--- src/rtl/core/mvrld_pkg.sv ---
// ----------------------------------------------------------------------------
// mvrld_pkg
// Shared types, constants and float helpers for the missing value run
// length decoder.
// ----------------------------------------------------------------------------
`default_nettype none
package mvrld_pkg;

	localparam int unsigned MaxOutputWords = 65536;
	localparam int unsigned RunW = 17;
	localparam int unsigned CfgIdxW = 8;

	localparam logic [1:0] StOk       = 2'd0;
	localparam logic [1:0] StMarkLast = 2'd1;
	localparam logic [1:0] StBadCount = 2'd2;
	localparam logic [1:0] StShort    = 2'd3;

	localparam logic [CfgIdxW-1:0] RegMissingValue = 8'd0;
	localparam logic [CfgIdxW-1:0] RegOutputWords  = 8'd1;

	typedef struct packed {
		logic [63:0] word;
		logic        final_word;
	} in_word_t;

	typedef struct packed {
		logic [63:0]     value;
		logic [RunW-1:0] run_length;
		logic            done_res;
		logic [1:0]      status;
	} out_word_t;

	// word kind decided by the front part
	localparam logic [1:0] KindLiteral = 2'd0;
	localparam logic [1:0] KindMarker  = 2'd1;
	localparam logic [1:0] KindCount   = 2'd2;

	// classified count: rounded value in 25 bits, with bad and big flags
	typedef struct packed {
		logic            bad;       // nan or rounds below zero
		logic            big;       // at least 2^24
		logic [24:0]     n;         // truncate(0.5 + x) when not big
	} count_t;

	typedef struct packed {
		logic [1:0]  kind;
		logic [63:0] word;
		logic        final_word;
		count_t      cnt;
	} fe_word_t;

	// double equality compare (ieee semantics)
	function automatic logic dbl_eq(input logic [63:0] a, input logic [63:0] b);
		logic a_nan, b_nan, both_zero;
		a_nan = (a[62:52] == 11'h7ff) && (a[51:0] != '0);
		b_nan = (b[62:52] == 11'h7ff) && (b[51:0] != '0);
		both_zero = (a[62:0] == '0) && (b[62:0] == '0);
		return !a_nan && !b_nan && ((a == b) || both_zero);
	endfunction

	// rounding of a count: truncate(0.5 + x)
	function automatic count_t round_count(input logic [63:0] x);
		count_t r;
		logic [10:0] e;
		logic [52:0] m;
		logic [78:0] sh;
		logic [11:0] k;
		e = x[62:52];
		m = {1'b1, x[51:0]};
		r = '0;
		sh = '0;
		k = '0;
		if (e == 11'h7ff && x[51:0] != '0) begin
			r.bad = 1'b1;
		end else if (x[63]) begin
			// negative: 0.5+x <= -1 iff x <= -1.5
			if (e > 11'd1023 || (e == 11'd1023 && x[51] == 1'b1))
				r.bad = 1'b1;
		end else if (e >= 11'd1047) begin
			r.big = 1'b1;
		end else if (e >= 11'd1022) begin
			// value = m * 2^(e-1075); keep one fraction bit for the 0.5 add
			k = 12'd1075 - {1'b0, e} - 12'd1;
			sh = {m, 26'd0} >> k;
			r.n = 25'((sh[78:26] + 53'd1) >> 1);
		end else if (x[62:0] == 63'h3fdf_ffff_ffff_ffff) begin
			// largest double below one half: the 0.5 add rounds up to 1.0
			r.n = 25'd1;
		end
		return r;
	endfunction

endpackage
`default_nettype wire

--- src/rtl/core/mvrld_front.sv ---
// ----------------------------------------------------------------------------
// mvrld_front
// Accepts input words, classifies literal, marker or count, and rounds
// counts; pushes classified words to the back stage.
// ----------------------------------------------------------------------------
`default_nettype none
module mvrld_front (
	input  wire logic                clk,
	input  wire logic                arst_n,
	input  wire logic                in_valid,
	output logic                     in_stall,
	input  wire mvrld_pkg::in_word_t in_data,
	input  wire logic [63:0]         missing_value,
	output logic                     fe_valid,
	input  wire logic                fe_stall,
	output mvrld_pkg::fe_word_t      fe_data
);
	logic                 valid_s1;
	mvrld_pkg::fe_word_t  data_s1;
	logic                 expect_q;
	logic                 take;

	assign in_stall = valid_s1 && fe_stall;
	assign take = in_valid && !in_stall;
	assign fe_valid = valid_s1;
	assign fe_data = data_s1;

	// expecting_count tracking; cleared after a count word or on a final word
	always_ff @(posedge clk or negedge arst_n) begin
		if (!arst_n) begin
			valid_s1 <= 1'b0;
			expect_q <= 1'b0;
		end else begin
			if (!in_stall)
				valid_s1 <= in_valid;
			if (take) begin
				if (in_data.final_word)
					expect_q <= 1'b0;
				else if (expect_q)
					expect_q <= 1'b0;
				else
					expect_q <= mvrld_pkg::dbl_eq(in_data.word, missing_value);
			end
		end
	end

	// classify stage
	always_ff @(posedge clk) begin
		if (take) begin
			data_s1.word <= in_data.word;
			data_s1.final_word <= in_data.final_word;
			data_s1.cnt <= mvrld_pkg::round_count(in_data.word);
			if (expect_q)
				data_s1.kind <= mvrld_pkg::KindCount;
			else if (mvrld_pkg::dbl_eq(in_data.word, missing_value))
				data_s1.kind <= mvrld_pkg::KindMarker;
			else
				data_s1.kind <= mvrld_pkg::KindLiteral;
		end
	end
endmodule
`default_nettype wire

--- src/rtl/core/mvrld_back.sv ---
// ----------------------------------------------------------------------------
// mvrld_back
// Executes classified words: tracks output count, stop and errors, and
// produces run descriptors into an output register.
// ----------------------------------------------------------------------------
`default_nettype none
module mvrld_back #(
	parameter int unsigned MAX_OUTPUT_WORDS = mvrld_pkg::MaxOutputWords
) (
	input  wire logic                 clk,
	input  wire logic                 arst_n,
	input  wire logic                 fe_valid,
	output logic                      fe_stall,
	input  wire mvrld_pkg::fe_word_t  fe_data,
	input  wire logic [63:0]          missing_value,
	input  wire logic [16:0]          output_words,
	output logic                      out_valid,
	input  wire logic                 out_stall,
	output mvrld_pkg::out_word_t      out_data
);
	localparam int unsigned CntW = $clog2(MAX_OUTPUT_WORDS + 1) + 1;

	logic [CntW-1:0]       written_q;
	logic                  stopped_q;
	logic                  valid_q;
	mvrld_pkg::out_word_t  data_q;
	logic [CntW-1:0]       lim, remaining, n_ext, sum;
	logic                  take, emit, done;
	logic [1:0]            st;
	logic [63:0]           val;
	logic [16:0]           run;

	assign fe_stall = valid_q && out_stall;
	assign take = fe_valid && !fe_stall;
	assign out_valid = valid_q;
	assign out_data = data_q;

	// limit and remaining words
	always_comb begin
		lim = (CntW'(output_words) > CntW'(MAX_OUTPUT_WORDS)) ?
			CntW'(MAX_OUTPUT_WORDS) : CntW'(output_words);
		remaining = lim - written_q;
		n_ext = (fe_data.cnt.n > 25'((1 << (CntW - 1)) - 1)) ?
			CntW'((1 << (CntW - 1)) - 1) : CntW'(fe_data.cnt.n);
	end

	// decision for one word
	always_comb begin
		emit = 1'b0; done = 1'b0; st = mvrld_pkg::StOk;
		val = '0; run = '0; sum = written_q;
		if (written_q >= lim) begin
			emit = 1'b1; done = 1'b1;
		end else begin
			case (fe_data.kind)
				mvrld_pkg::KindCount: begin
					if (fe_data.cnt.bad) begin
						emit = 1'b1; done = 1'b1; st = mvrld_pkg::StBadCount;
					end else if (!fe_data.cnt.big && fe_data.cnt.n == '0) begin
						if (fe_data.final_word) begin
							emit = 1'b1; done = 1'b1; st = mvrld_pkg::StShort;
						end
					end else if (fe_data.cnt.big || n_ext > remaining) begin
						emit = 1'b1; done = 1'b1; st = mvrld_pkg::StBadCount;
						val = missing_value; run = 17'(remaining); sum = lim;
					end else begin
						sum = written_q + n_ext;
						emit = 1'b1; val = missing_value; run = 17'(n_ext);
						if (sum >= lim) done = 1'b1;
						else if (fe_data.final_word) begin
							done = 1'b1; st = mvrld_pkg::StShort;
						end
					end
				end
				mvrld_pkg::KindMarker: begin
					if (fe_data.final_word) begin
						emit = 1'b1; done = 1'b1; st = mvrld_pkg::StMarkLast;
					end
				end
				default: begin
					sum = written_q + 1'b1;
					emit = 1'b1; val = fe_data.word; run = 17'd1;
					if (sum >= lim) done = 1'b1;
					else if (fe_data.final_word) begin
						done = 1'b1; st = mvrld_pkg::StShort;
					end
				end
			endcase
		end
		if (stopped_q) emit = 1'b0;
	end

	// state and output register
	always_ff @(posedge clk or negedge arst_n) begin
		if (!arst_n) begin
			written_q <= '0;
			stopped_q <= 1'b0;
			valid_q <= 1'b0;
		end else begin
			if (!fe_stall)
				valid_q <= take && emit;
			if (take) begin
				if (fe_data.final_word) begin
					written_q <= '0;
					stopped_q <= 1'b0;
				end else if (!stopped_q) begin
					written_q <= sum;
					if (emit && done) stopped_q <= 1'b1;
				end
			end
		end
	end

	always_ff @(posedge clk) begin
		if (take && emit) begin
			data_q.value <= val;
			data_q.run_length <= run;
			data_q.done_res <= done;
			data_q.status <= st;
		end
	end
endmodule
`default_nettype wire

--- src/rtl/core/missing_value_run_length_decoder.sv ---
// ----------------------------------------------------------------------------
// missing_value_run_length_decoder
// Decodes run-length coded missing values from a stream of double words.
// ----------------------------------------------------------------------------
// Usage: words enter on in_valid/in_stall/in_data, run descriptors leave on
// out_valid/out_stall/out_data. A word is taken when valid is high and stall
// is low. Each word is classified (literal, marker, count) in the front
// stage, then executed in the back stage against the output count.
// A word passes the front register, then the output register; one word per
// cycle is sustained while out_stall is low, set by the single classify stage
// and single execute stage with its counter update. No-result words vanish.
// When the receiver stalls, the output register holds, the back stage then
// stalls the front stage, and in_stall rises; the state does not change.
// Reset clears the record state and empties both stages; registers return
// to missing_value 0 and output_words 1. Config writes land at once; the user
// must make them only while the block is idle; the block does not enforce it.
// ----------------------------------------------------------------------------
`default_nettype none
module missing_value_run_length_decoder #(
	parameter int unsigned MAX_OUTPUT_WORDS = mvrld_pkg::MaxOutputWords
) (
	input  wire logic                                 clk,
	input  wire logic                                 arst_n,
	input  wire logic                                 in_valid,
	output logic                                      in_stall,
	input  wire mvrld_pkg::in_word_t                  in_data,
	output logic                                      out_valid,
	input  wire logic                                 out_stall,
	output mvrld_pkg::out_word_t                      out_data,
	input  wire logic                                 cfg_we,
	input  wire logic [mvrld_pkg::CfgIdxW-1:0]        cfg_index,
	input  wire logic [63:0]                          cfg_wdata
);
	logic [63:0]         missing_value_q;
	logic [16:0]         output_words_q;
	logic                fe_valid, fe_stall;
	mvrld_pkg::fe_word_t fe_data;

	// config registers
	always_ff @(posedge clk or negedge arst_n) begin
		if (!arst_n) begin
			missing_value_q <= '0;
			output_words_q <= 17'd1;
		end else if (cfg_we) begin
			if (cfg_index == mvrld_pkg::RegMissingValue)
				missing_value_q <= cfg_wdata;
			else if (cfg_index == mvrld_pkg::RegOutputWords)
				output_words_q <= cfg_wdata[16:0];
		end
	end

	mvrld_front u_front (
		.clk(clk), .arst_n(arst_n),
		.in_valid(in_valid), .in_stall(in_stall), .in_data(in_data),
		.missing_value(missing_value_q),
		.fe_valid(fe_valid), .fe_stall(fe_stall), .fe_data(fe_data)
	);

	mvrld_back #(.MAX_OUTPUT_WORDS(MAX_OUTPUT_WORDS)) u_back (
		.clk(clk), .arst_n(arst_n),
		.fe_valid(fe_valid), .fe_stall(fe_stall), .fe_data(fe_data),
		.missing_value(missing_value_q), .output_words(output_words_q),
		.out_valid(out_valid), .out_stall(out_stall), .out_data(out_data)
	);
endmodule
`default_nettype wire
--- config.mk ---
export PLATFORM = sky130hd
export DESIGN_NAME = missing_value_run_length_decoder
export DESIGN_NICKNAME = d
export VERILOG_FILES = /design/src/rtl/core/mvrld_pkg.sv /design/src/rtl/core/mvrld_front.sv /design/src/rtl/core/mvrld_back.sv /design/src/rtl/core/missing_value_run_length_decoder.sv
export SDC_FILE = /design/constraint.sdc
export NUM_CORES = 1
export LEC_CHECK = 0
export BUFFER_PORTS_ARGS = -buffer_cell sky130_fd_sc_hd__buf_2
export CAP_MARGIN = 20
export CORE_MARGIN = 5
export CORE_UTILIZATION = 55
export CTS_BUF_LIST = sky130_fd_sc_hd__clkbuf_8
export DETAILED_ROUTE_END_ITERATION = 10
export GPL_ROUTABILITY_DRIVEN = 1
export GPL_TIMING_DRIVEN = 0
export PLACE_DENSITY_LB_ADDON = 0.12
export SYNTH_ARGS = -nofsm -noshare
export SYNTH_HDL_FRONTEND = slang
export SYNTH_SLANG_ARGS = --single-unit
--- constraint.sdc ---
create_clock -name clk -period 7.35 [get_ports clk]
set_input_delay 0.735 -clock clk [delete_from_list [all_inputs] [get_ports clk]]
set_output_delay 0.735 -clock clk [all_outputs]
set_load 0.005 [all_outputs]
==> results.md <==
- Final setup margin: 0.428 ns
- Setup slack after placement: 0.394 ns
- Total global-route track usage: 37.3%
- Total clock sinks: 281
- Peak clock frequency supported by timing: 0.144 GHz
- Vias in the first global route: 18000
- Slew @ Worst Pin: 1.23 ns
- Proportion of synthesized chip area in sequential cells: 39.2%
- Die height: 202 um
- Area Growth Syn to Fin: 14.5%
- EDFF count, synth: 178
- Post-detailed-route via-to-cell ratio: 6.78
- Share of the cycle needed by the critical path after routing: 94.2%
- Clock tree from TritonCTS: built
- Leftover overflow at the end of global routing: 0
- Worst-skew pair later-pin latency: 0.65 ns
- Row count: 70
- Clock slew seen by the registers of the worst setup and hold paths: 0.07 ns
- Root Buffer: sky130_fd_sc_hd__clkbuf_8
- Total power density per cell area: 381 nW/um^2
- Post-layout min period: 6.92 ns
- I/O pin count: 228
- Endpoint arrival time on the critical path: 7.31 ns
- Effective utilization at floorplan: 55.5%
- Post-route ant nets: 0
- Leakage component of the power: 9.77 nW
- Min-Delay Path Class: in2async
- Share of cells above drive strength 1: 23.8%
- Depth of the CTS H-tree: 2
- Share of synthesized flip-flops with an asynchronous set or reset: 36.7%
- Minimum setup slack among reg-to-reg paths: 0.43 ns
- Crit path from: output_words_q[16]
- Via total after detailed routing: 18600
- CP max stage cell: sky130_fd_sc_hd__dfrtp_1
- Max-Cap Viols: 0
- Detail Placement HPWL: 61.7 mm
- Library cells used by synthesis: 93
- CTS max path bufs: 3
- Die Width: 202 um
- Net count of the mapped netlist: 2191
- Worst-path fanout max: 10
- Top FF cell, synth: sky130_fd_sc_hd__edfxtp_1
- Die ar.: 40700 um^2
- Cell area after technology mapping: 20200 um^2
- First-pass iteration count of the detailed router: 7
- Setup skew after layout: 0.0646 ns
- Final weighted congestion of routability-driven global placement: 1.00
- Synthesized area per cell: 10.4 um^2
- Worst Setup End Kind: register
- Final Hold Slack: 0.0849 ns
- Status: completed
- WP data required: 7.73 ns
- Critical path startpoint category: register
- Setup fix buffers added after clock tree synthesis: 0
- Port Buffer Count: 227
- Flip-flop and latch count after synthesis: 281
- Crit Reg-Reg Startpoint: output_words_q[16]
- Number of resized instances in the post-cts repair step: 0
- Crit Path Class: reg2reg
- Wirelength, routed: 78.4 mm
- Unrepaired setup endpoints after global routing: no
- Initial antenna violation count: 14
- Fin. max-slew vios: 0
- Number of buffers inserted during clock tree synthesis: 48
- Number of setup violations in the final report: 0
- Worst voltage drop across the vdd grid: 0.000264 V
- Reg2Reg Capture Point: u_back.out_data[6]
- Fillcell total: 2998
- Delay of the slowest critical-path stage: 0.58 ns
- Count of routing violations after the opening detailed-route iteration: 2228
- Post-DR wirelength/cell: 28.5 um
- First-pass GRT wire length: 116 mm
- Hold-fix buffers, CTS: 0
- Area of the core region: 36400 um^2
- Total Nets Final: 2474
- Cell depth of the worst flop-to-flop path: 25
- Synth Instances: 1950
- Pin count of the biggest net entering global routing: 66
- Post-route DRC: 0
- Relative slew margins: 16.9%
- Number of hold-slack violations in the final timing report: 0
- Count of warnings emitted by yosys: 0
==> synthesized netlist by cell type, types with 10 or more instances <==
library cell | count | area share [%]
sky130_fd_sc_hd__o22ai_1 | 13 | 0.40
sky130_fd_sc_hd__ha_1 | 97 | 6.0
sky130_fd_sc_hd__xnor2_1 | 43 | 1.9
sky130_fd_sc_hd__a22o_1 | 71 | 3.1
sky130_fd_sc_hd__nor4_1 | 71 | 2.2
sky130_fd_sc_hd__o21ai_0 | 81 | 2.0
sky130_fd_sc_hd__a211oi_1 | 36 | 1.3
sky130_fd_sc_hd__nand2b_1 | 14 | 0.43
sky130_fd_sc_hd__nand4_1 | 44 | 1.4
sky130_fd_sc_hd__mux2i_1 | 81 | 4.0
sky130_fd_sc_hd__and2_1 | 12 | 0.37
sky130_fd_sc_hd__o211ai_1 | 11 | 0.41
sky130_fd_sc_hd__a31oi_1 | 18 | 0.56
sky130_fd_sc_hd__and3_1 | 14 | 0.43
sky130_fd_sc_hd__or3_1 | 11 | 0.34
sky130_fd_sc_hd__clkbuf_1 | 75 | 1.4
sky130_fd_sc_hd__edfxtp_1 | 178 | 26
sky130_fd_sc_hd__nor2_1 | 122 | 2.3
sky130_fd_sc_hd__mux2_2 | 101 | 5.6
sky130_fd_sc_hd__o31ai_1 | 12 | 0.45
sky130_fd_sc_hd__a21o_1 | 28 | 1.0
sky130_fd_sc_hd__nor3_1 | 34 | 0.84
sky130_fd_sc_hd__inv_1 | 65 | 1.2
sky130_fd_sc_hd__buf_4 | 15 | 0.56
sky130_fd_sc_hd__dfrtp_1 | 102 | 13
sky130_fd_sc_hd__nand3_1 | 55 | 1.4
sky130_fd_sc_hd__mux4_2 | 40 | 4.5
sky130_fd_sc_hd__a21oi_1 | 77 | 1.9
sky130_fd_sc_hd__nor2b_1 | 10 | 0.31
sky130_fd_sc_hd__buf_2 | 17 | 0.42
sky130_fd_sc_hd__nand2_1 | 132 | 2.4
sky130_fd_sc_hd__or2_2 | 24 | 0.74
sky130_fd_sc_hd__xor2_1 | 83 | 3.6
==> placed cells by master (no fill, tap or decap), drive strengths merged, types with 40 or more instances in the layout <==
cell    instances
a21oi          79
a22o           71
buf           277
clkbuf        138
dfrtp         102
edfxtp        178
ha             97
inv            82
mux2          102
mux2i          81
mux4           40
nand2         132
nand3          55
nand4          44
nor2          122
nor4           72
o21ai          81
xnor2          45
xor2           84
==> per-layer routing <==
layer,vias to the layer above,GRT usage [%],wire (um)
met5,-,0,51
met4,8,15.1,3530
met3,207,11.2,9670
met2,1272,56.4,34500
met1,9068,50.7,30700
li1,8083,-,-
==> worst max-delay path by stage <==
stage	slack, ns	end	cells after the start
floorplan	0.30	u_back.out_data[0]	15
finish	0.43	u_back.out_data[6]	25
CTS	0.27	u_back.out_data[6]	25
global route	0.05	u_back.out_data[6]	25
global placement	-2.01	u_back.out_data[18]	15
detailed placement	0.39	u_back.out_data[6]	25
==> state kept, by name, indices dropped and copies added, names as in the netlist <==
name              cells
output_words_q       17
u_back.out_data      84
u_back.out_valid      1
u_back.written_q     18
u_front.fe_valid      1
missing_value_q      64
u_front.expect_q      1
u_back.stopped_q      1
u_front.fe_data      94
==> critical path, delay by kind of cell (launching register included) <==
family	cells	cell delay, ns
DFF	1	0.58
xor gates and xnor gates	1	0.38
adders and majority gates	2	0.51
AOI/OAI and AO/OA	11	2.63
buffers and inverters	6	1.63
and+or+nand+nor	5	0.92
==> layout make-up <==
| cell class | instances | area [um^2] | share of cell area, % |
|---|---|---|---|
| clock inverter | 27 | 223 | 0.961 |
| multi-input combinational | 1481 | 11500 | 49.5 |
| tap | 468 | 586 | 2.53 |
| sequential | 281 | 7920 | 34.2 |
| clock buffer | 61 | 840 | 3.62 |
| timing repair buffer | 233 | 1240 | 5.37 |
| buffer | 121 | 604 | 2.61 |
| inverter | 67 | 254 | 1.10 |
| antenna | 9 | 22.5 | 0.0972 |
==> stage by stage <==
step                      setup TNS (ns)  cells  power, mW  utilization (%)  cell area (um^2)
after global routing                   0   2745       9.39             63.6             23200
after detailed placement               0   2651       7.13             60.6             22100
after CTS                              0   2739       8.70             63.5             23100
after floorplan                        0   1950       5.55                -             20200
final                                  0   2748       8.84             63.6             23200
after global placement           -167.80   2645       7.03             60.3             22000
==> cells by family (layout without fill, tap and decap cells) <==
| kind of cell | Yosys count | in the layout | share of synthesized area [%] |
|---|---|---|---|
| simple gates | 580 | 580 | 14.7 |
| xor+xnor | 129 | 129 | 5.81 |
| flops | 281 | 281 | 39.2 |
| other cells | 1 | 10 | 0.0185 |
| mux | 223 | 223 | 14.2 |
| fa+ha+maj | 99 | 99 | 6.20 |
| buf+inv | 188 | 509 | 4.22 |
| compound gates | 449 | 449 | 15.7 |
==> power by group <==
group	internal (mW)	leakage [nW]	switching (mW)
Combinational	1.92	6.03	3.10
Clock	0.861	0.601	0.685
Sequential	2.08	3.14	0.191
Total	4.86	9.77	3.98
(Power assumes the default switching activity.)
